==> config.mk <==
export PLATFORM = sky130hd
export DESIGN_NAME = fixed_command_frame_parser
export DESIGN_NICKNAME = d
export VERILOG_FILES = /design/src/fcfp_pkg.sv /design/src/fixed_command_frame_parser.sv /design/src/fcfp_frame.sv /design/src/fcfp_out_buf.sv
export VERILOG_INCLUDE_DIRS = /design/src /design/src/src
export SDC_FILE = /design/constraint.sdc
export NUM_CORES = 1
export LEC_CHECK = 0
export BUFFER_PORTS_ARGS = -buffer_cell sky130_fd_sc_hd__buf_2
export CAP_MARGIN = 15
export CORE_MARGIN = 1.5
export CORE_UTILIZATION = 55
export CTS_CLUSTER_DIAMETER = 150
export CTS_CLUSTER_SIZE = 8
export DETAILED_ROUTE_END_ITERATION = 10
export GPL_TIMING_DRIVEN = 1
export PLACE_DENSITY = 0.76
export SYNTH_ARGS = -nofsm -noshare
export SYNTH_HDL_FRONTEND = slang
export SYNTH_SLANG_ARGS = --single-unit
export TNS_END_PERCENT = 50
==> constraint.sdc <==
create_clock -name clk -period 9.8 [get_ports clk]
set_input_delay 0.49 -clock clk [delete_from_list [all_inputs] [get_ports clk]]
set_output_delay 0.49 -clock clk [all_outputs]
set_load 0.05 [all_outputs]
==> src/fixed_command_frame_parser_defines.svh <==
// Assertion macros for the fixed command frame parser.
// Used by the top level; expects signals clk and rst in scope.
`ifndef FIXED_COMMAND_FRAME_PARSER_DEFINES_SVH
`define FIXED_COMMAND_FRAME_PARSER_DEFINES_SVH

// Same-cycle implication, checked outside reset.
`define FCFP_ASSERT_NOW(lbl, ante, cons) \
  lbl: assert property (@(posedge clk) disable iff (rst) (ante) |-> (cons)) \
    else $error("fcfp assertion failed");

// Next-cycle implication, checked outside reset.
`define FCFP_ASSERT_NEXT(lbl, ante, cons) \
  lbl: assert property (@(posedge clk) disable iff (rst) (ante) |=> (cons)) \
    else $error("fcfp assertion failed");

`endif

==> src/fcfp_pkg.sv <==
// Shared types and constants for the fixed command frame parser.
// No dependencies; imported by every module of the block.
package fcfp_pkg;

  localparam int unsigned BYTE_W     = 8;
  localparam int unsigned WORD_W     = 32;
  localparam int unsigned CFG_IDX_W  = 8;
  localparam int unsigned RESULT_W   = BYTE_W + WORD_W;

  localparam logic [BYTE_W-1:0] HEADER_RESET = 8'hA5;
  localparam logic [BYTE_W-1:0] TAIL_RESET   = 8'h49;

  // Register indexes on the configuration port.
  localparam logic [CFG_IDX_W-1:0] REG_HEADER = 8'd0;
  localparam logic [CFG_IDX_W-1:0] REG_TAIL   = 8'd1;

  // Frame position: which byte the next accepted item is.
  typedef enum logic [2:0] {
    ST_IDLE     = 3'd0,
    ST_COMMAND  = 3'd1,
    ST_DATA0    = 3'd2,
    ST_DATA1    = 3'd3,
    ST_DATA2    = 3'd4,
    ST_DATA3    = 3'd5,
    ST_CHECKSUM = 3'd6,
    ST_TAIL     = 3'd7
  } frame_state_t;

  typedef struct packed {
    logic [WORD_W-1:0] data_word;
    logic [BYTE_W-1:0] command;
  } result_t;

  typedef struct packed {
    frame_state_t state;
    logic         frame_ok;
  } frame_status_t;

endpackage

==> src/fixed_command_frame_parser.sv <==
// Fixed command frame parser, top level.
// Depends on fcfp_pkg, fcfp_frame, fcfp_out_buf and the assertion header.
// Usage:
//   s_tvalid/s_tready/s_tdata carry received bytes, one byte per item.
//   Idle until the header byte arrives; then take command, four data bytes,
//   checksum and tail (eight bytes per frame). A header byte inside a frame
//   is just a frame byte. At the tail byte the frame passes when the tail
//   matches and the 8-bit wrapping sum of header, command and data bytes
//   equals the checksum byte; a passing frame gives one item on
//   m_tvalid/m_tready/m_tdata, anything else is dropped silently.
//   cfg_valid/cfg_ready/cfg_index/cfg_data write header_byte (index 0) and
//   tail_byte (index 1); other indexes are ignored. cfg_ready is always high.
// Throughput: one byte per cycle while s_tready is high; the only per-byte
//   work is one 8-bit add into the running sum, done in the cycle the byte is accepted.
// Result: a passing frame's item is registered into the output register, or
//   into the skid register while the output is stalled, as the tail byte is accepted.
// Reset: rst (synchronous) returns to idle, empties the output and skid
//   registers and loads header 0xA5, tail 0x49.
// Stall: while m_tready is low one more result fits in the skid register;
//   s_tready drops only when that register is occupied.
`include "fixed_command_frame_parser_defines.svh"

module fixed_command_frame_parser
  import fcfp_pkg::*;
(
  input  logic                 clk,
  input  logic                 rst,
  // Input stream
  input  logic                 s_tvalid,
  output logic                 s_tready,
  input  logic [BYTE_W-1:0]    s_tdata,   // [7:0] rx_byte
  // Result stream
  output logic                 m_tvalid,
  input  logic                 m_tready,
  output logic [RESULT_W-1:0]  m_tdata,   // [7:0] command, [39:8] data_word
  // Configuration write channel
  input  logic                 cfg_valid,
  output logic                 cfg_ready,
  input  logic [CFG_IDX_W-1:0] cfg_index,
  input  logic [BYTE_W-1:0]    cfg_data
);

  logic [BYTE_W-1:0] header_byte;
  logic [BYTE_W-1:0] tail_byte;
  logic              in_accept;
  logic              res_valid;
  result_t           res;
  result_t           out_data;
  frame_status_t     status;

  // Configuration registers: always ready, unknown indexes drop.
  assign cfg_ready = 1'b1;

  always_ff @(posedge clk) begin
    if (rst) begin
      header_byte <= HEADER_RESET;
      tail_byte   <= TAIL_RESET;
    end else if (cfg_valid && cfg_ready) begin
      if (cfg_index == REG_HEADER) begin
        header_byte <= cfg_data;
      end else if (cfg_index == REG_TAIL) begin
        tail_byte <= cfg_data;
      end
    end
  end

  // Take an item whenever the output side has room for one more result.
  assign in_accept = s_tvalid && s_tready;

  fcfp_frame u_frame (
    .clk         (clk),
    .rst         (rst),
    .accept      (in_accept),
    .rx_byte     (s_tdata),
    .header_byte (header_byte),
    .tail_byte   (tail_byte),
    .res_valid   (res_valid),
    .res         (res),
    .status      (status)
  );

  // Hold the result here while the receiver stalls.
  fcfp_out_buf u_out_buf (
    .clk       (clk),
    .rst       (rst),
    .push      (res_valid),
    .push_data (res),
    .can_push  (s_tready),
    .out_valid (m_tvalid),
    .out_ready (m_tready),
    .out_data  (out_data)
  );

  assign m_tdata = {out_data.data_word, out_data.command};

  // A header seen while idle opens a frame.
  `FCFP_ASSERT_NEXT(a_header_opens,
    in_accept && status.state == ST_IDLE && s_tdata == header_byte,
    status.state == ST_COMMAND)
  // The tail byte always closes the frame.
  `FCFP_ASSERT_NEXT(a_tail_closes,
    in_accept && status.state == ST_TAIL, status.state == ST_IDLE)
  // After a passing frame, m_tvalid is high in the next cycle.
  `FCFP_ASSERT_NEXT(a_result_shown,
    in_accept && status.state == ST_TAIL && status.frame_ok, m_tvalid)
  // Results come only from the tail position.
  `FCFP_ASSERT_NOW(a_result_source,
    res_valid, in_accept && status.state == ST_TAIL)

endmodule

==> src/fcfp_frame.sv <==
// Frame tracker: position state machine, running sum and held fields.
// Depends on fcfp_pkg.
module fcfp_frame
  import fcfp_pkg::*;
(
  input  logic               clk,
  input  logic               rst,
  input  logic               accept,
  input  logic [BYTE_W-1:0]  rx_byte,
  input  logic [BYTE_W-1:0]  header_byte,
  input  logic [BYTE_W-1:0]  tail_byte,
  output logic               res_valid,
  output result_t            res,
  output frame_status_t      status
);

  frame_state_t      state, state_next;
  logic [BYTE_W-1:0] running_sum, running_sum_next;
  logic [BYTE_W-1:0] held_command;
  logic [WORD_W-1:0] held_data;
  logic [BYTE_W-1:0] held_checksum;
  logic              frame_ok;

  assign frame_ok = (rx_byte == tail_byte) && (running_sum == held_checksum);

  // Next state.
  always_comb begin
    state_next = state;
    if (accept) begin
      unique case (state)
        ST_IDLE:     state_next = (rx_byte == header_byte) ? ST_COMMAND : ST_IDLE;
        ST_COMMAND:  state_next = ST_DATA0;
        ST_DATA0:    state_next = ST_DATA1;
        ST_DATA1:    state_next = ST_DATA2;
        ST_DATA2:    state_next = ST_DATA3;
        ST_DATA3:    state_next = ST_CHECKSUM;
        ST_CHECKSUM: state_next = ST_TAIL;
        ST_TAIL:     state_next = ST_IDLE;
        default:     state_next = ST_IDLE;
      endcase
    end
  end

  // Outputs: sum update and result strobe.
  always_comb begin
    running_sum_next = running_sum;
    res_valid        = 1'b0;
    if (accept) begin
      unique case (state)
        ST_IDLE:     running_sum_next = rx_byte;
        ST_COMMAND,
        ST_DATA0,
        ST_DATA1,
        ST_DATA2,
        ST_DATA3:    running_sum_next = running_sum + rx_byte;
        ST_CHECKSUM: running_sum_next = running_sum;
        ST_TAIL: begin
          running_sum_next = '0;
          res_valid        = frame_ok;
        end
        default:     running_sum_next = '0;
      endcase
    end
  end

  always_ff @(posedge clk) begin
    if (rst) begin
      state       <= ST_IDLE;
      running_sum <= '0;
    end else begin
      state       <= state_next;
      running_sum <= running_sum_next;
    end
  end

  // Capture frame fields; each lands in its own lane.
  always_ff @(posedge clk) begin
    if (accept) begin
      unique case (state)
        ST_COMMAND:  held_command        <= rx_byte;
        ST_DATA0:    held_data[7:0]      <= rx_byte;
        ST_DATA1:    held_data[15:8]     <= rx_byte;
        ST_DATA2:    held_data[23:16]    <= rx_byte;
        ST_DATA3:    held_data[31:24]    <= rx_byte;
        ST_CHECKSUM: held_checksum       <= rx_byte;
        ST_IDLE,
        ST_TAIL:     held_checksum       <= held_checksum;
        default:     held_checksum       <= held_checksum;
      endcase
    end
  end

  assign res.command   = held_command;
  assign res.data_word = held_data;

  assign status.state    = state;
  assign status.frame_ok = frame_ok;

endmodule

==> src/fcfp_out_buf.sv <==
// Result register with a skid stage so input keeps flowing under stall.
// Depends on fcfp_pkg.
module fcfp_out_buf
  import fcfp_pkg::*;
(
  input  logic    clk,
  input  logic    rst,
  input  logic    push,
  input  result_t push_data,
  output logic    can_push,
  output logic    out_valid,
  input  logic    out_ready,
  output result_t out_data
);

  result_t skid_data;
  logic    skid_valid;

  assign can_push = !skid_valid;

  always_ff @(posedge clk) begin
    if (rst) begin
      out_valid  <= 1'b0;
      skid_valid <= 1'b0;
    end else begin
      if (out_ready || !out_valid) begin
        if (skid_valid) begin
          out_valid  <= 1'b1;
          skid_valid <= push;
        end else begin
          out_valid  <= push;
        end
      end else if (push) begin
        skid_valid <= 1'b1;
      end
    end
  end

  // Payload moves with the valid bits above.
  always_ff @(posedge clk) begin
    if (out_ready || !out_valid) begin
      if (skid_valid) begin
        out_data  <= skid_data;
        skid_data <= push_data;
      end else begin
        out_data  <= push_data;
      end
    end else if (push) begin
      skid_data <= push_data;
    end
  end

endmodule

==> run summary, run 1 <==
Hold EP -> tail_byte[6]$_SDFFE_PP1P_
Status -> finished clean
Antenna violations before repair -> 0
Critical path buffers and inverters -> 1
Crit Path Max Fanout -> 8
# fillers -> 747
First-pass GRT wire length -> 16.81 mm
Average routed wire per standard cell -> 17.68 um
Setup crit end kind -> register
DRT Pass-1 Iters -> 4
RSZ-0062 raised after global routing -> no
Post-synth cell types -> 44
Root Buffer -> clkbuf_8
Number of port buffers -> 70
Synth Warn # -> 0
Syn avg cell area -> 16.20 um^2
Asr flop ratio synth -> 0%
Hold crit path type -> in2reg
#FFs+latches synth -> 157
Grt ovf -> 0
Synth area leaders -> edfxtp_1 (63%), dfxtp_1 (9.5%), mux2_2 (7.3%), mux2i_1 (2.6%), ha_1 (2.2%)
CP delay by family, top -> compound AO/OA/AOI/OAI gates
Hold Path Origin -> cfg_data[6]
Multi-input gate area -> 1654 um^2
Final Skew -> 9.738 ps
Cells on worst reg2reg path -> 6
Worst Hold Path Cells -> 3
Slew Viols, Final -> 0
Slowest stage delay, CP -> 990 ps
Post-synthesis cell area -> 6141 um^2
Die W -> 108.7 um
Register Area -> 4425 um^2
Routed via count -> 3,348
Hpwl dp -> 6.957 mm
TritonCTS clock tree -> yes
Clock Path Buffers -> 2
Starting Density -> 56.65%
Reg2reg setup slack -> 7270 ps
Syn_nets -> 420
Ports -> 72
Crit-path slowest cell -> a2111oi_2
Final Non-Filler Cells -> 615
Layout area overhead -> 18.64%
Placed Area -> 6646 um^2
Fmax -> 395.7 MHz
Setup slack after layout -> 7273 ps
Vias/cell -> 5.444
H-tree depth -> 4
Remaining antenna violation count -> 0
Worst Max-Slew Pin Slew -> 1107 ps
Setup tns final -> 0 ps
RePlAce Congestion -> 0.8710
Area leader, netlist -> edfxtp_1
Startpoint types -> register
Max-cap viol count -> 0
Mapped Cells -> 379
Core outline area -> 10,840 um^2
Std-Cell Rows -> 38
Clk slew on worst S/H paths -> 60 ps
Residual DRC -> 0
Crit Path Class -> reg2reg
Top_reg_cell synth -> edfxtp_1
DIE HEIGHT -> 108.7 um
First DRT Iteration DRCs -> 198
Final nets -> 503
Design area -> 7286 um^2
Hold WS -> 197.3 ps
CTS buffer count -> 17
R2r endpoint -> u_frame.running_sum[1]$_SDFFE_PP0P_
Post-synth top area share -> 62.59%
Worst EP arrival -> 2960 ps
Largest net degree at the start of global routing -> 45
Clock Latency Late Sink -> 530 ps
Vias in the first global route -> 3,254
Placed insts -> 581
Hold_buf cts -> 0
Post-Route WL -> 10.87 mm
Post_cts resized -> 0
Fraction of layout cells with a size suffix above 1 -> 32.00%
PwrDens -> 200.4 nW/um^2
Max-slew headroom -> 26.05%
Post-synth EDFFs -> 128
Tmin final -> 2527 ps
WP data required -> 10,230 ps
Period utilisation layout -> 25.78%
Peak supply drop -> 0.0001023 V
Diodes inserted -> 0
Post-CTS Setup Inserts -> 0
Crit path cell chain -> inv_1 -> ha_1 -> nor2b_1 -> a2111oi_2 -> a22oi_1 -> a211oi_1
Die area -> 11,810 um^2
Seq/Total Area, Yosys -> 72.05%
All-Layer GR Usage -> 19.63%
Final setup vio count -> 0
Post-synth top cells -> edfxtp_1 (128), mux2_2 (40), dfxtp_1 (29)
DP Worst Slack -> 6944 ps
Leakage -> 0.002684 uW
Critical R2R Launch -> u_frame.state[0]$_SDFFE_PP0P_
Top-count cell post-synth -> edfxtp_1
Clock Sink Count -> 157
Hold Vio Cnt, Final -> 0
-- placed cells by master, fill, tap and decap left out, types with 5 or more instances in the layout --
| cell type | synthesis | routed |
|---|---|---|
| buf_2 | 0 | 70 |
| ha_1 | 11 | 11 |
| nand2_1 | 18 | 18 |
| edfxtp_1 | 128 | 128 |
| a211oi_1 | 6 | 6 |
| nand4_1 | 5 | 5 |
| clkbuf_16 | 0 | 16 |
| a21oi_1 | 6 | 6 |
| nand3_1 | 7 | 7 |
| a22oi_1 | 5 | 5 |
| nor2_1 | 20 | 20 |
| inv_1 | 6 | 6 |
| mux2i_1 | 16 | 16 |
| dfxtp_1 | 29 | 28 |
| xor2_1 | 14 | 14 |
| mux2_2 | 40 | 40 |
| xnor2_1 | 15 | 15 |
-- worst register-to-register path: cells and delay by family, from the launching register on --
family,cells,cell delay [ps]
simple gates,1,180
fa+ha+maj,1,270
flops,1,390
buf+inv,1,90
compound gates,3,1500
-- through the flow --
step | utilization, % | total power [uW]
2_1_floorplan | - | 782.2
3_3_place_gp | 61.31 | 803.0
3_5_place_dp | 61.31 | 806.2
4_1_cts | 66.96 | 1467
5_1_grt | 67.21 | 1500
6_report | 67.21 | 1460
-- registers in the layout, indices dropped and copies added (netlist names) --
| register | flops |
|---|---|
| u_out_buf.out_valid | 1 |
| u_frame.running_sum | 8 |
| u_out_buf.out_data | 40 |
| header_byte | 8 |
| u_frame.held_command | 8 |
| u_frame.held_data | 32 |
| u_frame.held_checksum | 8 |
| u_out_buf.skid_valid | 1 |
| u_out_buf.skid_data | 40 |
| tail_byte | 8 |
| u_frame.state | 3 |
-- power breakdown --
part / total [uW] / internal (uW) / switching, uW / leakage (uW)
registers: 727 / 722 / 5.33 / 0.00145
logic: 65.4 / 24.2 / 41.2 / 0.000947
clock network: 667 / 414 / 253 / 0.000285
total: 1460 / 1160 / 300 / 0.00268
-- routing by layer --
| layer | vias up | track usage (%) | share of wire (%) |
|---|---|---|---|
| met2 | 126 | 31.18 | 47 |
| met3 | 25 | 4.005 | 5.6 |
| li1 | 1594 | - | - |
| met1 | 1603 | 25.84 | 46 |
| met5 | - | 0 | 0 |
| met4 | 0 | 10.06 | 2.0 |
-- final cells by class --
type	instances	area share (%)
clock inverter	14	2.662
multi-input combinational	205	22.70
sequential	157	60.74
timing repair buffer	74	5.392
inverter	7	0.3606
clock buffer	18	5.736
tap	140	2.404
-- kinds of logic (layout without fill, tap and decap cells) --
kind of cell	Yosys count	in the layout	synth area share [%]
flops	157	157	72.05
buf+inv	17	113	1.243
other cells	1	1	0.06107
simple gates	74	74	6.174
compound gates	33	33	3.831
fa+ha+maj	12	12	2.567
mux	56	56	9.943
xor+xnor	29	29	4.136
-- how the worst max path moves through the flow --
stage | start | endpoint | slack (ps) | cells after the start
global placement | s_tdata[5] | u_out_buf.skid_data[33]$_DFFE_PP_ | 7000 | 6
finish | u_frame.state[0]$_SDFFE_PP0P_ | u_frame.running_sum[1]$_SDFFE_PP0P_ | 7270 | 6
global route | u_frame.state[0]$_SDFFE_PP0P_ | u_frame.running_sum[1]$_SDFFE_PP0P_ | 7160 | 6
CTS | u_frame.running_sum[1]$_SDFFE_PP0P_ | u_out_buf.skid_data[35]$_DFFE_PP_ | 7240 | 5
detailed placement | s_tdata[4] | u_out_buf.skid_data[33]$_DFFE_PP_ | 6940 | 6
floorplan | u_out_buf.out_valid$_SDFFE_PP0P_ | u_out_buf.skid_data[0]$_DFFE_PP_ | 4620 | 2
Power figures use the tool's default switching activity.
==> inputs of run 2 (changes only) <==
Clock period 9.8 ns to 2.55 ns, I/O delays scaled along.
==> run summary, run 2 (synthesized netlist as in run 1, its figures left out) <==
Worst Max-Slew Pin Slew -> 737.2 ps (-369.9 ps)
Max-slew headroom -> 50.67% (+25 points)
Critical R2R Launch -> u_frame.held_checksum[6]$_DFFE_PP_
Crit Path Max Fanout -> 37 (+29)
H-tree depth -> 4 (unchanged)
Slowest stage delay, CP -> 400 ps (-590 ps)
Hold crit path type -> in2reg
Std-Cell Rows -> 38 (unchanged)
Routed via count -> 3,495 (+4.4%)
Period utilisation layout -> 81.65% (+56 points)
Worst EP arrival -> 2300 ps (-660 ps)
# fillers -> 748 (+0.13%)
WP data required -> 2760 ps (-7470 ps)
DRT Pass-1 Iters -> 4 (unchanged)
First DRT Iteration DRCs -> 239 (+21%)
CP delay by family, top -> simple AND/OR/NAND/NOR gates
Hold Path Origin -> cfg_index[4]
Post-CTS Setup Inserts -> 0 (unchanged)
CTS buffer count -> 17 (unchanged)
Final nets -> 522 (+3.8%)
Commonest non-fill, non-tap cell in the layout -> edfxtp_1
Layout area overhead -> 20.82%
Antenna violations before repair -> 0 (unchanged)
Grt ovf -> 0 (unchanged)
All-Layer GR Usage -> 21.68% (+2.0 points)
Die area -> 11,810 um^2 (unchanged)
RePlAce Congestion -> 0.7968 (-8.5%)
Crit-path slowest cell -> edfxtp_1
Die W -> 108.7 um (unchanged)
Peak supply drop -> 0.0004148 V (+310%)
Clock Path Buffers -> 2 (unchanged)
Core outline area -> 10,840 um^2 (unchanged)
Hpwl dp -> 7.243 mm (+4.1%)
Clock Latency Late Sink -> 520 ps (about the same)
Multi-input gate area -> 1654 um^2 (unchanged)
Hold Vio Cnt, Final -> 0 (unchanged)
Leakage -> 0.002751 uW (+2.5%)
Post_cts resized -> 0 (unchanged)
Starting Density -> 56.65% (unchanged)
Number of port buffers -> 70 (unchanged)
Hold EP -> header_byte[5]$_SDFFE_PP1P_
Diodes inserted -> 0 (unchanged)
Clk slew on worst S/H paths -> 70 ps (about the same)
Status -> finished clean
Tmin final -> 2082 ps (-444.8 ps)
Worst Hold Path Cells -> 4 (+1)
Post-Route WL -> 11.54 mm (+6.1%)
Reg2reg setup slack -> 470 ps (-6810 ps)
First-pass GRT wire length -> 18.31 mm (+8.9%)
Final setup vio count -> 0 (unchanged)
Design area -> 7420 um^2 (+1.8%)
Residual DRC -> 0 (unchanged)
Startpoint types -> register
Vias/cell -> 5.530 (+1.6%)
Final Skew -> 9.930 ps (+0.1926 ps)
Crit Path Class -> reg2reg
Placed Area -> 6704 um^2 (+0.87%)
Max-cap viol count -> 0 (unchanged)
Largest net degree at the start of global routing -> 45 (unchanged)
Slew Viols, Final -> 0 (unchanged)
Crit path cell chain -> xor2_1 -> nor4_1 -> and3_1 -> nand3_1 -> o21ai_4 -> buf_12
Fraction of layout cells with a size suffix above 1 -> 31.10% (-0.90 points)
Largest regs -> u_out_buf.out_data (40), u_out_buf.skid_data (40), u_frame.held_data (32)
Total power -> 5486 uW (+280%)
Average routed wire per standard cell -> 18.26 um (+3.3%)
Fmax -> 480.3 MHz (+21%)
RSZ-0062 raised after global routing -> no
Register Area -> 4425 um^2 (unchanged)
Remaining antenna violation count -> 0 (unchanged)
Hold WS -> 24.68 ps (-172.7 ps)
Cells on worst reg2reg path -> 6 (unchanged)
DIE HEIGHT -> 108.7 um (unchanged)
Vias in the first global route -> 3,459 (+6.3%)
Setup tns final -> 0 ps (unchanged)
Clock Sink Count -> 157 (unchanged)
Ports -> 72 (unchanged)
Critical path buffers and inverters -> 1 (unchanged)
Most frequent cells in the layout -> edfxtp_1 (128), buf_2 (70), mux2_2 (40)
Setup crit end kind -> register
R2r endpoint -> u_out_buf.skid_data[4]$_DFFE_PP_
Root Buffer -> clkbuf_8
PwrDens -> 739.4 nW/um^2 (+270%)
TritonCTS clock tree -> yes
==> run 2: cell count changes in the layout (fill, tap and decap cells not counted), sizes merged <==
cell,change
clkinvlp,-1
buf,+4
dlygate4sd3,+15
bufinv,-1
==> run 2: worst max path at each step <==
stage | startpoint | end | slack (ps) | depth (start not counted)
after detailed placement | s_tdata[0] | u_frame.running_sum[6]$_SDFFE_PP0P_ | 510 | 8
after floorplan | u_out_buf.out_valid$_SDFFE_PP0P_ | u_out_buf.skid_data[0]$_DFFE_PP_ | 50 | 2
final | u_frame.held_checksum[6]$_DFFE_PP_ | u_out_buf.skid_data[4]$_DFFE_PP_ | 470 | 6
after global routing | u_frame.held_checksum[6]$_DFFE_PP_ | u_out_buf.skid_data[4]$_DFFE_PP_ | 330 | 6
after CTS | u_frame.held_checksum[6]$_DFFE_PP_ | u_out_buf.skid_data[4]$_DFFE_PP_ | 490 | 6
after global placement | s_tdata[0] | u_frame.running_sum[6]$_SDFFE_PP0P_ | 540 | 8
==> run 2: metrics by stage <==
| step | std cells | util (%) | setup WS [ps] |
|---|---|---|---|
| after floorplan | 379 | - | 46.31 |
| after global placement | 587 | 61.84 | 540.5 |
| after detailed placement | 587 | 61.84 | 507.5 |
| after CTS | 632 | 68.44 | 494.3 |
| after global routing | 632 | 68.44 | 332.1 |
| final | 632 | 68.44 | 467.9 |
==> run 2: repair_timing <==
action	CTS	global route
setup endpoints to repair	0	0
hold buffers	15	0
hold endpoints to repair	42	0
==> run 2: power by group <==
part,internal (uW),switching [uW]
logic,112,167
registers,2780,19.8
clock network,1470,940
total,4360,1130
==> run 2: worst reg2reg max path: stages, from the launching register on <==
cell      delay, ps
edfxtp_1        400
xor2_1          160
nor4_1          320
and3_1          230
nand3_1         130
o21ai_4         260
buf_12          260
==> run 2: per-layer routing <==
layer  up-vias  routed length, um  part of all wire, %  global-route usage, %
met5         -                  0                    0                      0
met4         0                140                  1.2                  8.459
met3        14                674                  5.8                  5.021
met2       129               5905                   51                  36.61
met1      1719               4820                   42                  27.25
li1       1633                  -                    -                      -
==> run 2: cell type report <==
type / instances / area share (%)
Timing Repair Buffer: 93 / 7.723
Tap cell: 140 / 2.361
Clock buffer: 18 / 5.632
Clock inverter: 12 / 1.990
Sequential cell: 157 / 59.65
Multi-Input combinational cell: 205 / 22.29
Inverter: 7 / 0.3541
==> inputs of run 3 (changes only) <==
Settings changed: CORE_UTILIZATION 55 to 52, PLACE_DENSITY 0.76 to 0.75.
Clock period 2.55 ns to 1.8 ns, I/O delays scaled along.
==> run summary, run 3 (synthesized netlist as in run 1, its figures left out) <==
Status -> finished, violations left
Violated checks -> negative setup slack
Most frequent cells in the layout -> edfxtp_1 (128), buf_2 (70), mux2_2 (40)
Multi-input gate area -> 1722 um^2 (+4.1%)
Reg2reg setup slack -> -80 ps (-550 ps)
Clock Path Buffers -> 2 (unchanged)
Crit-path slowest cell -> edfxtp_1
Vias in the first global route -> 3,713 (+7.3%)
First-pass GRT wire length -> 19.63 mm (+7.2%)
Final Non-Filler Cells -> 658 (+4.1%)
All-Layer GR Usage -> 21.01% (-0.67 points)
Core outline area -> 11,470 um^2 (+5.8%)
Peak supply drop -> 0.0007814 V (+88%)
Worst Max-Slew Pin Slew -> 572.6 ps (-164.6 ps)
Ports -> 72 (unchanged)
Leakage -> 0.002929 uW (+6.5%)
CP delay by family, top -> simple AND/OR/NAND/NOR gates
Critical path buffers and inverters -> 2 (+1)
WP data required -> 1930 ps (-830 ps)
Vias/cell -> 5.436 (-1.7%)
Hold Vio Cnt, Final -> 0 (unchanged)
Period utilisation layout -> 104.5% (+23 points)
Average routed wire per standard cell -> 19.09 um (+4.5%)
Crit Path Class -> reg2reg
DRT Pass-1 Iters -> 4 (unchanged)
Remaining antenna violation count -> 0 (unchanged)
Slew Viols, Final -> 0 (unchanged)
Number of port buffers -> 70 (unchanged)
Largest regs -> u_out_buf.out_data (40), u_out_buf.skid_data (40), u_frame.held_data (32)
Final setup vio count -> 42 (+42)
Hold Path Origin -> m_tready
Max-slew headroom -> 61.82% (+11 points)
First DRT Iteration DRCs -> 400 (+67%)
Startpoint types -> register
RePlAce Congestion -> 0.8858 (+11%)
Cells on worst reg2reg path -> 7 (+1)
Post-Route WL -> 12.56 mm (+8.8%)
Clk slew on worst S/H paths -> 60 ps (about the same)
Die area -> 12,470 um^2 (+5.6%)
RSZ-0062 raised after global routing -> yes
Hpwl dp -> 7.878 mm (+8.8%)
Final nets -> 543 (+4.0%)
Setup slack after layout -> -81.24 ps (-549.2 ps)
Std-Cell Rows -> 39 (+2.6%)
Worst Hold Path Cells -> 3 (-1)
Routed via count -> 3,577 (+2.3%)
Worst EP arrival -> 2010 ps (-290 ps)
Clock Latency Late Sink -> 420 ps (-100 ps)
# fillers -> 775 (+3.6%)
H-tree depth -> 4 (unchanged)
Commonest non-fill, non-tap cell in the layout -> edfxtp_1
Grt ovf -> 0 (unchanged)
Diodes inserted -> 0 (unchanged)
Register Area -> 4431 um^2 (+0.11%)
Setup crit end kind -> register
Tmin final -> 1881 ps (-200.8 ps)
Largest net degree at the start of global routing -> 44 (-2.2%)
Hold EP -> u_out_buf.skid_valid$_SDFFE_PP0P_
TritonCTS clock tree -> yes
Final Skew -> 8.394 ps (-1.536 ps)
Setup tns final -> -2870 ps (-2870 ps)
Crit path cell chain -> xor2_1 -> nor4_1 -> and3_1 -> nand3_2 -> o21ai_4 -> buf_4 -> buf_12
Critical R2R Launch -> u_frame.held_checksum[6]$_DFFE_PP_
PwrDens -> 1042 nW/um^2 (+41%)
Hold crit path type -> in2reg
Clock Sink Count -> 157 (unchanged)
Root Buffer -> clkbuf_16
DIE HEIGHT -> 111.7 um (+2.8%)
Die W -> 111.7 um (+2.8%)
Fraction of layout cells with a size suffix above 1 -> 39.42% (+8.3 points)
Slowest stage delay, CP -> 390 ps (about the same)
Fmax -> 531.6 MHz (+11%)
Crit Path Max Fanout -> 9 (-76%)
Starting Density -> 53.55% (-3.1 points)
Placed insts -> 612 (+4.3%)
CTS buffer count -> 17 (unchanged)
Max-cap viol count -> 0 (unchanged)
Residual DRC -> 0 (unchanged)
R2r endpoint -> u_out_buf.skid_data[34]$_DFFE_PP_
Antenna violations before repair -> 0 (unchanged)
Layout area overhead -> 26.47%
## run 3: report_power, final
part / switching [uW] / total, uW / leakage (uW) / internal [uW]
Clock: 1480 / 3680 / 0.000291 / 2200
Sequential: 28.7 / 3960 / 0.00145 / 3930
Combinational: 258 / 448 / 0.00118 / 191
## run 3: worst max-delay path by stage
| stage | start | slack (ps) | end | depth (start not counted) |
|---|---|---|---|---|
| floorplan | u_frame.held_checksum[6]$_DFFE_PP_ | -360 | u_out_buf.skid_data[0]$_DFFE_PP_ | 5 |
| global placement | u_frame.running_sum[0]$_SDFFE_PP0P_ | -60 | u_frame.running_sum[6]$_SDFFE_PP0P_ | 7 |
| detailed placement | u_frame.state[0]$_SDFFE_PP0P_ | -140 | u_frame.running_sum[2]$_SDFFE_PP0P_ | 7 |
| CTS | u_frame.held_checksum[6]$_DFFE_PP_ | -80 | u_out_buf.skid_data[0]$_DFFE_PP_ | 7 |
| global route | u_frame.held_checksum[6]$_DFFE_PP_ | -140 | u_out_buf.skid_data[12]$_DFFE_PP_ | 7 |
| finish | u_frame.held_checksum[6]$_DFFE_PP_ | -80 | u_out_buf.skid_data[34]$_DFFE_PP_ | 7 |
## run 3: layout make-up
cell class,count,area share [%]
Sequential cell,157,57.05
Multi-Input combinational cell,205,22.17
Inverter,7,0.3383
Timing Repair Buffer,114,10.29
Clock buffer,17,5.478
Tap cell,143,2.304
Clock inverter,15,2.368
## run 3: layer usage
layer	global-route usage (%)	routed length [um]
met5	0	0
met4	7.679	232
met3	5.226	723
met2	34.63	6335
met1	27.24	5269
## run 3: timing repair
action,CTS,global route
setup buffers,2,1
hold buffers,8,0
gates resized for setup,12,6
pin swaps,7,2
endpoints found under the setup margin,47,48
hold endpoints to repair,16,0
cloned,2,1
## run 3: worst min-delay path, stage by stage
cell and delay (ps):
buf_2 80, nand2b_4 220, nor3_1 70
## run 3: metrics by stage
stage / setup slack (ps) / hold slack (ps) / util (%) / cell area [um^2] / power (uW)
after detailed placement: -136.5 / 327.8 / 60.21 / 6904 / 4442
after floorplan: -358.0 / 188.9 / - / 6175 / 4260
after CTS: -77.53 / 84.45 / 67.18 / 7704 / 8096
after global routing: -139.2 / 104.1 / 67.73 / 7766 / 8319
final: -81.24 / 91.84 / 67.73 / 7766 / 8092
after global placement: -60.32 / 320.9 / 60.21 / 6904 / 4426
